<file path="config.mk">
export PLATFORM = sky130hd
export DESIGN_NAME = piecewise_linear_resampler_top
export DESIGN_NICKNAME = d
export VERILOG_FILES = /design/src/rtl/plr_pkg.sv /design/src/rtl/plr_div.sv /design/src/rtl/plr_front.sv /design/src/rtl/plr_back.sv /design/src/rtl/piecewise_linear_resampler_top.sv
export VERILOG_INCLUDE_DIRS = /design/src /design/src/rtl
export SDC_FILE = /design/constraint.sdc
export NUM_CORES = 2
export LEC_CHECK = 0
export BUFFER_PORTS_ARGS = -buffer_cell sky130_fd_sc_hd__buf_2
export CAP_MARGIN = 20
export CORE_ASPECT_RATIO = 1.25
export CORE_MARGIN = 2
export CORE_UTILIZATION = 40
export DETAILED_ROUTE_END_ITERATION = 6
export SYNTH_ARGS = -nofsm -noshare
export SYNTH_HDL_FRONTEND = slang
export SYNTH_SLANG_ARGS = --single-unit
</file>
<file path="constraint.sdc">
create_clock -name i_clk -period 13.2 [get_ports i_clk]
set_input_delay 1.32 -clock i_clk [delete_from_list [all_inputs] [get_ports i_clk]]
set_output_delay 1.32 -clock i_clk [all_outputs]
set_load 0.02 [all_outputs]
</file>
<file path="src/rtl/piecewise_linear_resampler_top_macros.svh">
// assertion macros for the piecewise-linear resampler
// used by the top level only, expects i_clk and i_rst_n in scope
`ifndef PIECEWISE_LINEAR_RESAMPLER_TOP_MACROS_SVH
`define PIECEWISE_LINEAR_RESAMPLER_TOP_MACROS_SVH

// condition must hold at every edge outside reset
`define PLR_ASSERT_ALWAYS(lbl, cond, msg) \
    lbl: assert property (@(posedge i_clk) disable iff (!i_rst_n) (cond)) else $error(msg);

// antecedent implies consequent in the same cycle
`define PLR_ASSERT_IMP(lbl, ante, cons, msg) \
    lbl: assert property (@(posedge i_clk) disable iff (!i_rst_n) (ante) |-> (cons)) else $error(msg);

`endif

</file>
<file path="src/rtl/plr_pkg.sv">
// shared types and constants of the piecewise-linear resampler
// no dependencies
package plr_pkg;

    localparam int MAX_PER_KNOT = 64;
    localparam int COUNT_WIDTH  = 16;
    localparam int KCNT_W       = $clog2(MAX_PER_KNOT + 1);
    localparam int TIME_W       = 32;
    localparam int POS_W        = 32;
    localparam int GRID_W       = 48;
    localparam int QDEPTH       = 2;
    localparam int QPTR_W       = $clog2(QDEPTH);
    localparam int QCNT_W       = $clog2(QDEPTH + 1);
    localparam int QUO_W        = 33;
    localparam int DVD_W        = 65;
    localparam int DSTEP_W      = $clog2(QUO_W + 1);

    localparam logic CFG_SAMPLE_STEP  = 1'b0;
    localparam logic CFG_SAMPLE_COUNT = 1'b1;

    typedef enum logic {
        K_LOAD,
        K_SEG
    } t_kind;

    typedef struct packed {
        t_kind                    kind;
        logic [TIME_W-1:0]        knot_time;
        logic signed [POS_W-1:0]  knot_position;
    } t_cmd;

    typedef enum logic [3:0] {
        BS_IDLE,
        BS_PLAN,
        BS_CALC,
        BS_DSTART,
        BS_DIV,
        BS_EMIT,
        BS_SKST,
        BS_SKDIV,
        BS_SKMUL,
        BS_SKADD,
        BS_DONE
    } t_bstate;

    typedef struct packed {
        logic              busy;
        logic [KCNT_W-1:0] kcnt;
    } t_back_stat;

endpackage

</file>
<file path="src/rtl/plr_div.sv">
// restoring divider, one quotient bit per cycle
// depends on plr_pkg
module plr_div (
    input  logic                               i_clk,
    input  logic                               i_rst_n,
    input  logic                               i_start,
    input  logic [plr_pkg::DVD_W-1:0]          i_dividend,
    input  logic [plr_pkg::TIME_W-1:0]         i_divisor,
    output logic                               o_done,
    output logic [plr_pkg::QUO_W-1:0]          o_quo,
    output logic [plr_pkg::TIME_W-1:0]         o_rem
);
    logic [plr_pkg::TIME_W-1:0]  r_rem, n_rem;
    logic [plr_pkg::QUO_W-1:0]   r_low;
    logic [plr_pkg::QUO_W-1:0]   r_quo;
    logic [plr_pkg::TIME_W-1:0]  r_dsr;
    logic [plr_pkg::DSTEP_W-1:0] r_cnt;
    logic                        r_busy;
    logic                        r_done;
    logic [plr_pkg::TIME_W:0]    trial;
    logic                        qbit;

    always_comb begin
        trial = {r_rem, r_low[plr_pkg::QUO_W-1]};
        qbit  = (trial >= {1'b0, r_dsr});
        n_rem = qbit ? plr_pkg::TIME_W'(trial - {1'b0, r_dsr})
                     : trial[plr_pkg::TIME_W-1:0];
    end

    always_ff @(posedge i_clk) begin
        if (!i_rst_n) begin
            r_busy <= 1'b0;
            r_done <= 1'b0;
            r_cnt  <= '0;
        end else begin
            r_done <= 1'b0;
            if (i_start) begin
                r_busy <= 1'b1;
                r_cnt  <= plr_pkg::DSTEP_W'(plr_pkg::QUO_W);
            end else if (r_busy) begin
                r_cnt <= r_cnt - 1'b1;
                if (r_cnt == plr_pkg::DSTEP_W'(1)) begin
                    r_busy <= 1'b0;
                    r_done <= 1'b1;
                end
            end
        end
    end

    // top part of the dividend is known to be below the divisor
    always_ff @(posedge i_clk) begin
        if (i_start) begin
            r_rem <= i_dividend[plr_pkg::DVD_W-1:plr_pkg::QUO_W];
            r_low <= i_dividend[plr_pkg::QUO_W-1:0];
            r_dsr <= i_divisor;
            r_quo <= '0;
        end else if (r_busy) begin
            r_rem <= n_rem;
            r_low <= {r_low[plr_pkg::QUO_W-2:0], 1'b0};
            r_quo <= {r_quo[plr_pkg::QUO_W-2:0], qbit};
        end
    end

    assign o_done = r_done;
    assign o_quo  = r_quo;
    assign o_rem  = r_rem;
endmodule

</file>
<file path="src/rtl/plr_front.sv">
// front end: accepts knots, classifies them and queues them
// depends on plr_pkg
module plr_front (
    input  logic                              i_clk,
    input  logic                              i_rst_n,
    input  logic                              i_knot_valid,
    output logic                              o_knot_stall,
    input  logic [plr_pkg::TIME_W-1:0]        i_knot_time,
    input  logic signed [plr_pkg::POS_W-1:0]  i_knot_position,
    input  logic                              i_first_knot,
    output logic                              o_cmd_valid,
    output plr_pkg::t_cmd                     o_cmd,
    input  logic                              i_cmd_pop
);
    plr_pkg::t_cmd               r_mem [plr_pkg::QDEPTH];
    logic [plr_pkg::QPTR_W-1:0]  r_wp;
    logic [plr_pkg::QPTR_W-1:0]  r_rp;
    logic [plr_pkg::QCNT_W-1:0]  r_cnt;
    logic                        r_have_start;
    logic                        push;
    plr_pkg::t_cmd               cmd_in;

    assign o_knot_stall = (r_cnt == plr_pkg::QCNT_W'(plr_pkg::QDEPTH));
    assign push         = i_knot_valid && !o_knot_stall;
    assign o_cmd_valid  = (r_cnt != '0);
    assign o_cmd        = r_mem[r_rp];

    // any knot accepted leaves a start point behind
    always_comb begin
        cmd_in.kind          = (i_first_knot || !r_have_start) ? plr_pkg::K_LOAD
                                                               : plr_pkg::K_SEG;
        cmd_in.knot_time     = i_knot_time;
        cmd_in.knot_position = i_knot_position;
    end

    always_ff @(posedge i_clk) begin
        if (!i_rst_n) begin
            r_wp         <= '0;
            r_rp         <= '0;
            r_cnt        <= '0;
            r_have_start <= 1'b0;
        end else begin
            if (push) begin
                r_wp         <= r_wp + 1'b1;
                r_have_start <= 1'b1;
            end
            if (i_cmd_pop) begin
                r_rp <= r_rp + 1'b1;
            end
            if (push && !i_cmd_pop) begin
                r_cnt <= r_cnt + 1'b1;
            end else if (!push && i_cmd_pop) begin
                r_cnt <= r_cnt - 1'b1;
            end
        end
    end

    always_ff @(posedge i_clk) begin
        if (push) begin
            r_mem[r_wp] <= cmd_in;
        end
    end
endmodule

</file>
<file path="src/rtl/plr_back.sv">
// back end: trajectory state, per-sample interpolation, grid skip, output register
// depends on plr_pkg and plr_div
module plr_back (
    input  logic                              i_clk,
    input  logic                              i_rst_n,
    input  logic                              i_cmd_valid,
    input  plr_pkg::t_cmd                     i_cmd,
    output logic                              o_cmd_pop,
    input  logic [plr_pkg::TIME_W-1:0]        i_sample_step,
    input  logic [plr_pkg::COUNT_WIDTH-1:0]   i_sample_count,
    output logic                              o_sample_valid,
    input  logic                              i_sample_stall,
    output logic signed [plr_pkg::POS_W-1:0]  o_sample_value,
    output logic [15:0]                       o_sample_index,
    output logic                              o_last_in_run,
    output logic                              o_run_truncated,
    output plr_pkg::t_back_stat               o_stat
);
    localparam int TW = plr_pkg::TIME_W;
    localparam int CW = plr_pkg::COUNT_WIDTH;
    localparam int GW = plr_pkg::GRID_W;
    localparam int QW = plr_pkg::QUO_W;
    localparam int KW = plr_pkg::KCNT_W;

    plr_pkg::t_bstate            r_state, n_state;
    plr_pkg::t_cmd               r_cmd;
    logic [TW-1:0]               r_prev_time;
    logic signed [TW-1:0]        r_prev_pos;
    logic [GW-1:0]               r_ng;
    logic [CW-1:0]               r_sd;
    logic                        r_trunc;
    logic [KW-1:0]               r_k;
    logic [plr_pkg::DVD_W-1:0]   r_prod;
    logic signed [TW-1:0]        r_val;
    logic [QW-1:0]               r_q;
    logic                        r_out_valid;
    logic signed [TW-1:0]        r_out_value;
    logic [CW-1:0]               r_out_index;
    logic                        r_out_last;
    logic                        r_out_trunc;

    // datapath terms
    logic [TW-1:0]               t1;
    logic [TW:0]                 diff;
    logic                        neg;
    logic [QW-1:0]               mag;
    logic [TW-1:0]               den;
    logic                        direct;
    logic                        grid_below;
    logic                        count_left;
    logic [CW-1:0]               remaining;
    logic                        plan_trunc;
    logic [GW-1:0]               ng_next;
    logic                        is_last;
    logic                        out_free;
    logic [QW-1:0]               mul_a;
    logic [TW-1:0]               mul_b;
    logic [plr_pkg::DVD_W-1:0]   mul_p;
    logic                        div_start;
    logic [plr_pkg::DVD_W-1:0]   div_dvd;
    logic [TW-1:0]               div_dsr;
    logic                        div_done;
    logic [QW-1:0]               div_quo;
    logic [TW-1:0]               div_rem;
    logic                        rnd;
    logic [QW-1:0]               qr;
    logic [TW+1:0]               sval;
    logic [QW:0]                 sd_sum;
    logic [CW:0]                 sd_inc;
    logic                        emit_fire;
    logic                        cmd_pop;

    always_comb begin
        t1         = r_cmd.knot_time;
        diff       = {r_cmd.knot_position[TW-1], r_cmd.knot_position}
                   - {r_prev_pos[TW-1], r_prev_pos};
        neg        = diff[TW];
        mag        = neg ? QW'(-diff) : QW'(diff);
        den        = t1 - r_prev_time;
        direct     = (r_ng <= GW'(r_prev_time)) || (t1 <= r_prev_time);
        grid_below = (r_ng < GW'(t1));
        count_left = (r_sd < i_sample_count);
        remaining  = i_sample_count - r_sd;
        // more than MAX_PER_KNOT grid points iff distance exceeds MAX_PER_KNOT steps
        plan_trunc = grid_below && count_left
                   && (remaining > CW'(plr_pkg::MAX_PER_KNOT))
                   && ((GW'(t1) - r_ng) > (GW'(i_sample_step) * plr_pkg::MAX_PER_KNOT));
        ng_next    = r_ng + GW'(i_sample_step);
        sd_inc     = {1'b0, r_sd} + 1'b1;
        is_last    = (r_k == KW'(plr_pkg::MAX_PER_KNOT - 1))
                   || (sd_inc >= {1'b0, i_sample_count})
                   || (ng_next >= GW'(t1));
        out_free   = !r_out_valid || !i_sample_stall;
        rnd        = ({div_rem, 1'b0} >= {1'b0, den});
        qr         = div_quo + QW'(rnd);
        sval       = neg ? ({{2{r_prev_pos[TW-1]}}, r_prev_pos} - (TW+2)'(qr))
                         : ({{2{r_prev_pos[TW-1]}}, r_prev_pos} + (TW+2)'(qr));
        sd_sum     = (QW+1)'(r_sd) + (QW+1)'(r_q);
        mul_p      = plr_pkg::DVD_W'(mul_a) * plr_pkg::DVD_W'(mul_b);
    end

    // next state
    always_comb begin
        n_state = r_state;
        case (r_state)
            plr_pkg::BS_IDLE: begin
                if (i_cmd_valid) begin
                    n_state = plr_pkg::BS_PLAN;
                end
            end
            plr_pkg::BS_PLAN: begin
                if (r_cmd.kind == plr_pkg::K_LOAD) begin
                    n_state = plr_pkg::BS_IDLE;
                end else if (grid_below && count_left) begin
                    n_state = plr_pkg::BS_CALC;
                end else begin
                    n_state = plr_pkg::BS_DONE;
                end
            end
            plr_pkg::BS_CALC:   n_state = direct ? plr_pkg::BS_EMIT : plr_pkg::BS_DSTART;
            plr_pkg::BS_DSTART: n_state = plr_pkg::BS_DIV;
            plr_pkg::BS_DIV: begin
                if (div_done) begin
                    n_state = plr_pkg::BS_EMIT;
                end
            end
            plr_pkg::BS_EMIT: begin
                if (out_free) begin
                    if (!is_last) begin
                        n_state = plr_pkg::BS_CALC;
                    end else if (r_trunc && (i_sample_step != '0)) begin
                        n_state = plr_pkg::BS_SKST;
                    end else begin
                        n_state = plr_pkg::BS_DONE;
                    end
                end
            end
            plr_pkg::BS_SKST:  n_state = plr_pkg::BS_SKDIV;
            plr_pkg::BS_SKDIV: begin
                if (div_done) begin
                    n_state = plr_pkg::BS_SKMUL;
                end
            end
            plr_pkg::BS_SKMUL: n_state = plr_pkg::BS_SKADD;
            plr_pkg::BS_SKADD: n_state = plr_pkg::BS_DONE;
            plr_pkg::BS_DONE:  n_state = plr_pkg::BS_IDLE;
            default:           n_state = plr_pkg::BS_IDLE;
        endcase
    end

    // control outputs
    always_comb begin
        cmd_pop   = 1'b0;
        div_start = 1'b0;
        emit_fire = 1'b0;
        mul_a     = mag;
        mul_b     = TW'(r_ng) - r_prev_time;
        div_dvd   = r_prod;
        div_dsr   = den;
        case (r_state)
            plr_pkg::BS_IDLE:   cmd_pop = i_cmd_valid;
            plr_pkg::BS_DSTART: div_start = 1'b1;
            plr_pkg::BS_EMIT:   emit_fire = out_free;
            plr_pkg::BS_SKST: begin
                // ceil of the distance left over the step
                div_start = 1'b1;
                div_dvd   = plr_pkg::DVD_W'(t1 - TW'(r_ng));
                div_dsr   = i_sample_step;
            end
            plr_pkg::BS_SKMUL: begin
                mul_a = r_q;
                mul_b = i_sample_step;
            end
            default: begin
            end
        endcase
    end

    plr_div u_div (
        .i_clk      (i_clk),
        .i_rst_n    (i_rst_n),
        .i_start    (div_start),
        .i_dividend (div_dvd),
        .i_divisor  (div_dsr),
        .o_done     (div_done),
        .o_quo      (div_quo),
        .o_rem      (div_rem)
    );

    always_ff @(posedge i_clk) begin
        if (!i_rst_n) begin
            r_state     <= plr_pkg::BS_IDLE;
            r_out_valid <= 1'b0;
            r_prev_time <= '0;
            r_prev_pos  <= '0;
            r_ng        <= '0;
            r_sd        <= '0;
            r_trunc     <= 1'b0;
            r_k         <= '0;
        end else begin
            r_state     <= n_state;
            r_out_valid <= emit_fire || (r_out_valid && i_sample_stall);
            case (r_state)
                plr_pkg::BS_PLAN: begin
                    r_k <= '0;
                    if (r_cmd.kind == plr_pkg::K_LOAD) begin
                        r_prev_time <= r_cmd.knot_time;
                        r_prev_pos  <= r_cmd.knot_position;
                        r_ng        <= GW'(i_sample_step);
                        r_sd        <= '0;
                        r_trunc     <= 1'b0;
                    end else begin
                        r_trunc <= plan_trunc;
                    end
                end
                plr_pkg::BS_EMIT: begin
                    if (out_free) begin
                        r_ng <= ng_next;
                        r_sd <= sd_inc[CW-1:0];
                        r_k  <= r_k + 1'b1;
                    end
                end
                plr_pkg::BS_SKMUL: begin
                    r_sd <= (sd_sum > (QW+1)'(i_sample_count)) ? i_sample_count
                                                               : sd_sum[CW-1:0];
                end
                plr_pkg::BS_SKADD: r_ng <= r_ng + r_prod[GW-1:0];
                plr_pkg::BS_DONE: begin
                    r_prev_time <= r_cmd.knot_time;
                    r_prev_pos  <= r_cmd.knot_position;
                end
                default: begin
                end
            endcase
        end
    end

    always_ff @(posedge i_clk) begin
        if (cmd_pop) begin
            r_cmd <= i_cmd;
        end
        if ((r_state == plr_pkg::BS_CALC) || (r_state == plr_pkg::BS_SKMUL)) begin
            r_prod <= mul_p;
        end
        if (r_state == plr_pkg::BS_CALC) begin
            r_val <= r_prev_pos;
        end else if ((r_state == plr_pkg::BS_DIV) && div_done) begin
            r_val <= sval[TW-1:0];
        end
        if ((r_state == plr_pkg::BS_SKDIV) && div_done) begin
            r_q <= div_quo + QW'(div_rem != '0);
        end
        if (emit_fire) begin
            r_out_value <= r_val;
            r_out_index <= r_sd;
            r_out_last  <= is_last;
            r_out_trunc <= r_trunc;
        end
    end

    assign o_cmd_pop       = cmd_pop;
    assign o_sample_valid  = r_out_valid;
    assign o_sample_value  = r_out_value;
    assign o_sample_index  = 16'(r_out_index);
    assign o_last_in_run   = r_out_last;
    assign o_run_truncated = r_out_trunc;
    assign o_stat.busy     = (r_state != plr_pkg::BS_IDLE);
    assign o_stat.kcnt     = r_k;
endmodule

</file>
<file path="src/rtl/piecewise_linear_resampler_top.sv">
// Piecewise-linear resampler, one coordinate.
// Knot channel: i_knot_valid / o_knot_stall carry knot_time (unsigned Q16.16),
// knot_position (signed Q16.16) and first_knot. A front end queues up to two knots.
// Sample channel: o_sample_valid / i_sample_stall carry the interpolated position,
// its grid index, last_in_run and run_truncated, from one output register.
// Config channel: i_cfg_valid / o_cfg_ready (always ready), index 0 sample_step,
// index 1 sample_count; write only while the block is idle.
// A first knot only loads the start point. A segment knot is planned, then each
// sample takes a multiply, a serial divide and an emit; the divide is skipped
// when the grid point or the knot's time is at or before the previous knot's time.
// A truncated run adds a grid skip, again on the divider.
// The shared serial divider sets the rate: one quotient bit per cycle.
// Reset (synchronous, active low) empties the queue, drops any pending sample,
// sets sample_step to 1.0 and sample_count to 0 and forgets the start point.
// While i_sample_stall is high the back end holds its next sample and the
// queue fills; o_knot_stall rises once it holds two knots.
// depends on plr_pkg, plr_front, plr_back, plr_div and the macros header
`include "piecewise_linear_resampler_top_macros.svh"

module piecewise_linear_resampler_top (
    input  logic                              i_clk,
    input  logic                              i_rst_n,
    input  logic                              i_knot_valid,
    output logic                              o_knot_stall,
    input  logic [31:0]                       i_knot_time,
    input  logic signed [31:0]                i_knot_position,
    input  logic                              i_first_knot,
    output logic                              o_sample_valid,
    input  logic                              i_sample_stall,
    output logic signed [31:0]                o_sample_value,
    output logic [15:0]                       o_sample_index,
    output logic                              o_last_in_run,
    output logic                              o_run_truncated,
    input  logic                              i_cfg_valid,
    output logic                              o_cfg_ready,
    input  logic                              i_cfg_index,
    input  logic [31:0]                       i_cfg_data
);
    logic [plr_pkg::TIME_W-1:0]       r_sample_step;
    logic [plr_pkg::COUNT_WIDTH-1:0]  r_sample_count;
    logic                             cmd_valid;
    plr_pkg::t_cmd                    cmd;
    logic                             cmd_pop;
    plr_pkg::t_back_stat              stat;

    assign o_cfg_ready = 1'b1;

    always_ff @(posedge i_clk) begin
        if (!i_rst_n) begin
            r_sample_step  <= plr_pkg::TIME_W'(65536);
            r_sample_count <= '0;
        end else if (i_cfg_valid && o_cfg_ready) begin
            case (i_cfg_index)
                plr_pkg::CFG_SAMPLE_STEP:  r_sample_step  <= i_cfg_data;
                plr_pkg::CFG_SAMPLE_COUNT: r_sample_count <= i_cfg_data[plr_pkg::COUNT_WIDTH-1:0];
                default: begin
                end
            endcase
        end
    end

    plr_front u_front (
        .i_clk           (i_clk),
        .i_rst_n         (i_rst_n),
        .i_knot_valid    (i_knot_valid),
        .o_knot_stall    (o_knot_stall),
        .i_knot_time     (i_knot_time),
        .i_knot_position (i_knot_position),
        .i_first_knot    (i_first_knot),
        .o_cmd_valid     (cmd_valid),
        .o_cmd           (cmd),
        .i_cmd_pop       (cmd_pop)
    );

    plr_back u_back (
        .i_clk           (i_clk),
        .i_rst_n         (i_rst_n),
        .i_cmd_valid     (cmd_valid),
        .i_cmd           (cmd),
        .o_cmd_pop       (cmd_pop),
        .i_sample_step   (r_sample_step),
        .i_sample_count  (r_sample_count),
        .o_sample_valid  (o_sample_valid),
        .i_sample_stall  (i_sample_stall),
        .o_sample_value  (o_sample_value),
        .o_sample_index  (o_sample_index),
        .o_last_in_run   (o_last_in_run),
        .o_run_truncated (o_run_truncated),
        .o_stat          (stat)
    );

    // a run never has more samples than the per-knot limit
    `PLR_ASSERT_ALWAYS(a_kcnt_bound, stat.kcnt <= plr_pkg::KCNT_W'(plr_pkg::MAX_PER_KNOT), "per-knot sample count over limit")
    // every pending sample lies below the configured total
    `PLR_ASSERT_IMP(a_index_bound, o_sample_valid, {16'h0, o_sample_index} < 32'(r_sample_count), "sample index beyond sample_count")
    // config writes must come only while the back end is idle; the block does not enforce this, the assertion flags it
    `PLR_ASSERT_IMP(a_cfg_idle, i_cfg_valid, !stat.busy, "config write while busy")
endmodule

</file>
Word-level counts from Yosys, hierarchy flattened
Memories as Yosys holds them, arrays and structs flattened. A register that Yosys moved wholly into a read port is not among the register bits.
Index checks and enable logic that the tools add are counted.
- $add $sub $neg: 22
- multipliers: 1
- magnitude comparators: 11
- equality and inequality tests: 18
- multiplexer cells: 51
- bitwise operators: 3
- reductions and logical operators: 44
- operators with widths (cell ; count):
    2-to-1 mux 32 bit ; 10
    one-hot mux 48 bit (3 select lines) ; 1
    2-to-1 mux 33 bit ; 4
    one-hot mux 32 bit (2 select lines) ; 2
    subtractor 32 bit ; 4
    2-to-1 mux 48 bit ; 2
    greater-or-equal comparator 33 x 32 -> 1 bit ; 2
    subtractor 32 x 32 -> 33 bit ; 2
    multiplier 33 x 32 -> 65 bit ; 1
    2-to-1 mux 65 bit ; 1
    nonzero test 32 bit ; 2
    adder 48 x 32 -> 48 bit ; 1
    adder 48 bit ; 1
    greater-or-equal comparator 48 x 32 -> 1 bit ; 1
    greater-than comparator 48 x 38 -> 1 bit ; 1
    <= comparator 48 x 32 -> 1 bit ; 1
    less-than comparator 48 x 32 -> 1 bit ; 1
    2-to-1 mux 16 bit ; 3
    one-hot mux 16 bit (3 select lines) ; 1
    subtractor 32 x 48 -> 48 bit ; 1
    one-hot mux 4 bit (10 select lines) ; 1
    adder 16 x 33 -> 34 bit ; 1
    greater-than comparator 34 x 16 -> 1 bit ; 1
    adder 33 x 1 -> 33 bit ; 1
    other kinds (42) ; 104
- register bits after elaboration: 512
- memory bits (writable): 130
- input port bits: 103
- output and inout bits: 53
- logic and storage cells: 180
- memories: 1
- memory list (name ; words ; bits a word ; read ports ; clocked after Yosys merged registers in ; write ports ; line ; RTL):
    u_front.r_mem ; 2 ; 65 ; 1 ; 1 ; 1 ; plr_front.sv:15 ; plr_pkg::t_cmd r_mem [plr_pkg::QDEPTH];

Depth between registers and ports, before layout
- word-level depth: 7
- gate-level depth with buffers: 50
- depth with buffers taken out: 49

Modules after synthesis
From an unflattened synthesis, not the netlist that was laid out.
- cells, all modules: 9550
- area, all modules: 85379.4 µm²
- modules (own cells, without submodules) (module ; times used ; cells an instance ; area an instance (µm²)):
    plr_back ; 1 ; 8474 ; 71233.3
    plr_div ; 1 ; 651 ; 7292.0
    plr_front ; 1 ; 230 ; 4973.5
    piecewise_linear_resampler_top ; 1 ; 195 ; 1880.6

Least setup slack after synthesis
No wires, ideal clock.
- kind: register to register
- start: register u_back.r_prev_pos[1]
- end: register u_back.r_prod[44] (netlist bit) (data pin)
- setup time: 0.265 ns
- data arrival time: 10.661 ns
- required time: 12.935 ns
- setup slack: 2.274 ns
- cell stages (with the launch flop): 41
- path through: dfxtp_1 inv_1 ha_1 nor2b_4 o2111a_2 or4_4 a2111oi_4 nand2_1 or3_1 or3_4 nor2_4 a21oi_1 xor2_1 o21a_1 clkbuf_1 nor2_1 fa_1 fa_1 [5 not listed] fa_1 inv_1 fa_1 fa_1 inv_1 ha_1 a211oi_1 nand2_1 a211oi_1 a21oi_1 a221o_1 o31ai_1 o31ai_1 a21boi_0 o21bai_1 a21oi_1 o21ai_0 xor2_1
- word-level cells in the longest chain between the ends: 5
- RTL lines (element ; line ; RTL):
    start: declaration ; plr_back.sv:28 ; logic signed [TW-1:0] r_prev_pos;
    start signal: assignment ; plr_back.sv:208 ; r_prev_pos <= r_cmd.knot_position;
    start signal: assignment ; plr_back.sv:230 ; r_prev_pos <= r_cmd.knot_position;
    subtractor 32 x 32 -> 33 bit (*) ; plr_back.sv:76 ; - {r_prev_pos[TW-1], r_prev_pos};
    negator 33 bit ; plr_back.sv:78 ; mag = neg ? QW'(-diff) : QW'(diff);
    2-to-1 mux 33 bit (*) ; plr_back.sv:78 ;
    2-to-1 mux 33 bit (*) ; plr_back.sv:160 ; case (r_state)
    multiplier 33 x 32 -> 65 bit (*) ; plr_back.sv:99 ; mul_p = plr_pkg::DVD_W'(mul_a) * plr_pkg::DVD_W'(mul_b);
    via u_back.mul_p, one bit ; plr_back.sv:58 ; logic [plr_pkg::DVD_W-1:0] mul_p;
    end signal: assignment ; plr_back.sv:243 ; r_prod <= mul_p;
    end: declaration ; plr_back.sv:33 ; logic [plr_pkg::DVD_W-1:0] r_prod;
Mark *: on every way through the listed nets, which the timed path passes. The rest lies on a longest branch.
A chain may end at the register's enable or synchronous reset.

Final worst setup path
- start: register u_back.r_prev_pos[13]
- end: register u_back.r_prod[44] (netlist bit) (data pin)
The elaborated chain is that of the path after synthesis.

==> impl_metrics.json <==
{
  "fmax_ghz": 0.0791,
  "synthCells": 9445,
  "wl_mm": 330,
  "crit_top_cell": "fa_1",
  "grt_max_degree": 95,
  "worstSetupPathType": "reg2reg",
  "required_ns": 13.72,
  "grt_overflow": 0,
  "via_per_inst": 5.77,
  "timing.rr.end": "u_back.r_prod[44]$_DFFE_PP_",
  "cts_made_buffers": 85,
  "postCtsSetupRepairBufs": 0,
  "finalSetupViolCount": 0,
  "synth_common_cells": "inv_1 (1312), nand2_1 (1260), fa_1 (936)",
  "syn_area_sq_um": 83600,
  "grt_usage": 0.308,
  "relSlewSlack": 0.205,
  "synthFlopType": "edfxtp_1",
  "dpl.hpwl_mm": 262,
  "fin_skew_ns": 0.0497,
  "die_area_sq_um": 213000,
  "max_cap_violations": 0,
  "wl_per_cell_um": 26.9,
  "regToRegSetupSlack_ns": 0.56,
  "worst_slack_ns": 0.564,
  "crit_path_top_delay_cell": "o21ai_2",
  "nNetsFinal": 11200,
  "fin_crit_sh": 0.957,
  "min_from": "u_back.r_val[1]$_DFFE_PP_",
  "io_buffers": 154,
  "yosysWarnings": 0,
  "cp-start-kind": "register",
  "reg2reg_from": "u_back.r_prev_pos[13]$_SDFFE_PN0P_",
  "ant_nets": 0,
  "drtIter0Drc": 5882,
  "path_clk_slew_ns": 0.06,
  "drc": 1,
  "hold_viol_final": 0,
  "whs_ns": 0.420,
  "reg2regPathDepth": 41,
  "synth-seq-cells": 707,
  "place.gp.congestion": 1.04,
  "yosys.area.top_type_share": 0.224,
  "worstSkewPairLatency_ns": 0.73,
  "clock-sinks": 707,
  "yosysSeqAreaShare": 0.226,
  "layout-drive-gt1-share": 0.0800,
  "synth_area_leaders": "fa_1 (22%), edfxtp_1 (17%), ha_1 (11%)",
  "fp.dieH_um": 515,
  "async_flop_share": 0,
  "routed-via-count": 70900,
  "grt_first_pass_wirelength_mm": 481,
  "rsz0062_at_grt": "no",
  "dp_slack_ns": 0.616,
  "die_x_um": 413,
  "worst_slew_pin_slew_ns": 1.18,
  "root_buffer": "clkbuf_16",
  "worstPathMaxFanout": 27,
  "postCtsHoldBufs": 0,
  "hold_path_class": "reg2reg",
  "htree_levels": 3,
  "slew_violations": 0,
  "critPathMaxStageDelay_ns": 0.71,
  "grt_antenna_before_repair": 13,
  "finalSetupTns_ns": 0,
  "start_util": 0.402,
  "end_kind": "register",
  "syn_nets": 11200,
  "min_path_cells": 0,
  "critPathArrivalTime_ns": 13.16,
  "ys_types": 104,
  "num_rows": 187,
  "holdPathEnd": "u_back.o_sample_value[1]$_DFFE_PP_",
  "first_global_vias": 72900,
  "yosysMostFrequentCell": "inv_1",
  "coreArea_sq_um": 208000,
  "syn_area_per_cell_sq_um": 8.85,
  "first_pass_iters": 7,
  "status": "complete, but fails checks",
  "period_minus_slack_ns": 12.64,
  "violations": "DRC",
  "area_growth_pct": 9.21,
  "synth_edf_count": 472,
  "cts_tree": "built",
  "clockBufferDepth": 3,
  "synth_top_area_cell": "fa_1",
  "ios": 156
}
-- cell usage in the layout (no fill, tap or decap), types with 72 or more instances in the layout --
master,synthesis,routed
xor2_1,180,180
o21ai_0,345,333
a21o_1,256,254
xnor2_1,314,314
nand3_1,147,145
a21oi_1,580,567
fa_1,936,936
nand2_1,1260,1258
and2_1,100,100
buf_4,4,225
mux2_2,82,82
a221oi_1,72,72
inv_1,1312,1309
nor3_1,98,94
a31oi_1,86,86
nor2_1,775,771
clkbuf_16,0,87
buf_2,16,154
ha_1,704,704
dfxtp_1,235,233
nand4_1,101,101
edfxtp_1,472,472
-- critical path: cells and delay by family (launching register included) --
| family | cells | cell delay, ns |
|---|---|---|
| adder cells (fa/ha/maj) | 10 | 4.36 |
| AND/OR/NAND/NOR | 4 | 0.76 |
| flip-flops | 1 | 0.57 |
| AO/OA/AOI/OAI | 17 | 5.15 |
| buffers and inverters | 8 | 1.12 |
| XOR/XNOR | 2 | 0.46 |
-- routing by layer --
layer,up-vias,part of all wire,GRT usage
li1,31600,-,-
met1,35400,0.37,0.353
met2,2923,0.47,0.517
met3,1000,0.067,0.0513
met4,14,0.092,0.230
met5,-,0.00025,0
-- layout make-up --
cell class / instances / area, sq um
antenna: 8 / 20.0
timing repair buffer: 393 / 2710
fill: 20400 / 116000
inverter: 1313 / 4940
tap: 2740 / 3430
clock inverter: 56 / 741
sequential: 707 / 18900
multi-input combinational: 6970 / 58300
clock buffer: 104 / 2260
-- per-stage QoR --
stage / cell area (sq um) / utilization / instances
after detailed placement: 88100 / 0.424 / 12100
final: 91300 / 0.439 / 12300
after CTS: 91100 / 0.439 / 12300
after global routing: 91300 / 0.439 / 12300
after global placement: 88100 / 0.424 / 12100
after floorplan: 83600 / - / 9445
-- repair_timing --
action	CTS	global route
endpoints found under the hold margin	0	0
resized for setup	0	5
endpoints found under the setup margin	0	3
-- flip-flops by register name (all words and copies together), names as in the netlist, 33 cells and up --
signal and flops:
u_back.r_cmd 33, u_back.r_ng 48, u_back.r_prod 65, u_back.r_q 33
u_back.u_div.o_quo 33, u_back.u_div.r_low 33, u_front.r_mem 130
-- cell families (layout without fill, tap and decap cells) --
kind of cell | after synthesis | after routing | synth area share
buffers and inverters | 1768 | 1866 | 0.0803
AND/OR/NAND/NOR | 2847 | 2847 | 0.151
AO/OA/AOI/OAI | 1854 | 1854 | 0.144
adder cells (fa/ha/maj) | 1640 | 1640 | 0.330
multiplexers | 132 | 132 | 0.0170
flip-flops | 707 | 707 | 0.226
other | 1 | 9 | 0.0000449
XOR/XNOR | 496 | 496 | 0.0522
-- worst max path at each step --
| stage | from | to | slack, ns | cells past startpoint |
|---|---|---|---|---|
| CTS | u_back.r_cmd[0]$_DFFE_PP_ | u_back.r_prod[44]$_DFFE_PP_ | 0.55 | 43 |
| finish | u_back.r_prev_pos[13]$_SDFFE_PN0P_ | u_back.r_prod[44]$_DFFE_PP_ | 0.56 | 41 |
| global route | u_back.r_prev_pos[13]$_SDFFE_PN0P_ | u_back.r_prod[44]$_DFFE_PP_ | 0.01 | 42 |
| detailed placement | u_back.r_cmd[0]$_DFFE_PP_ | u_back.r_prod[44]$_DFFE_PP_ | 0.62 | 43 |
| floorplan | u_back.r_prev_pos[1]$_SDFFE_PN0P_ | u_back.r_prod[44]$_DFFE_PP_ | 2.27 | 40 |
| global placement | u_back.r_prev_pos[13]$_SDFFE_PN0P_ | u_back.r_prod[61]$_DFFE_PP_ | 0.74 | 39 |
Power is left out: the tool's default activity adds up to more than one toggle a clock period on the data nets, which glitch-free logic cannot reach.
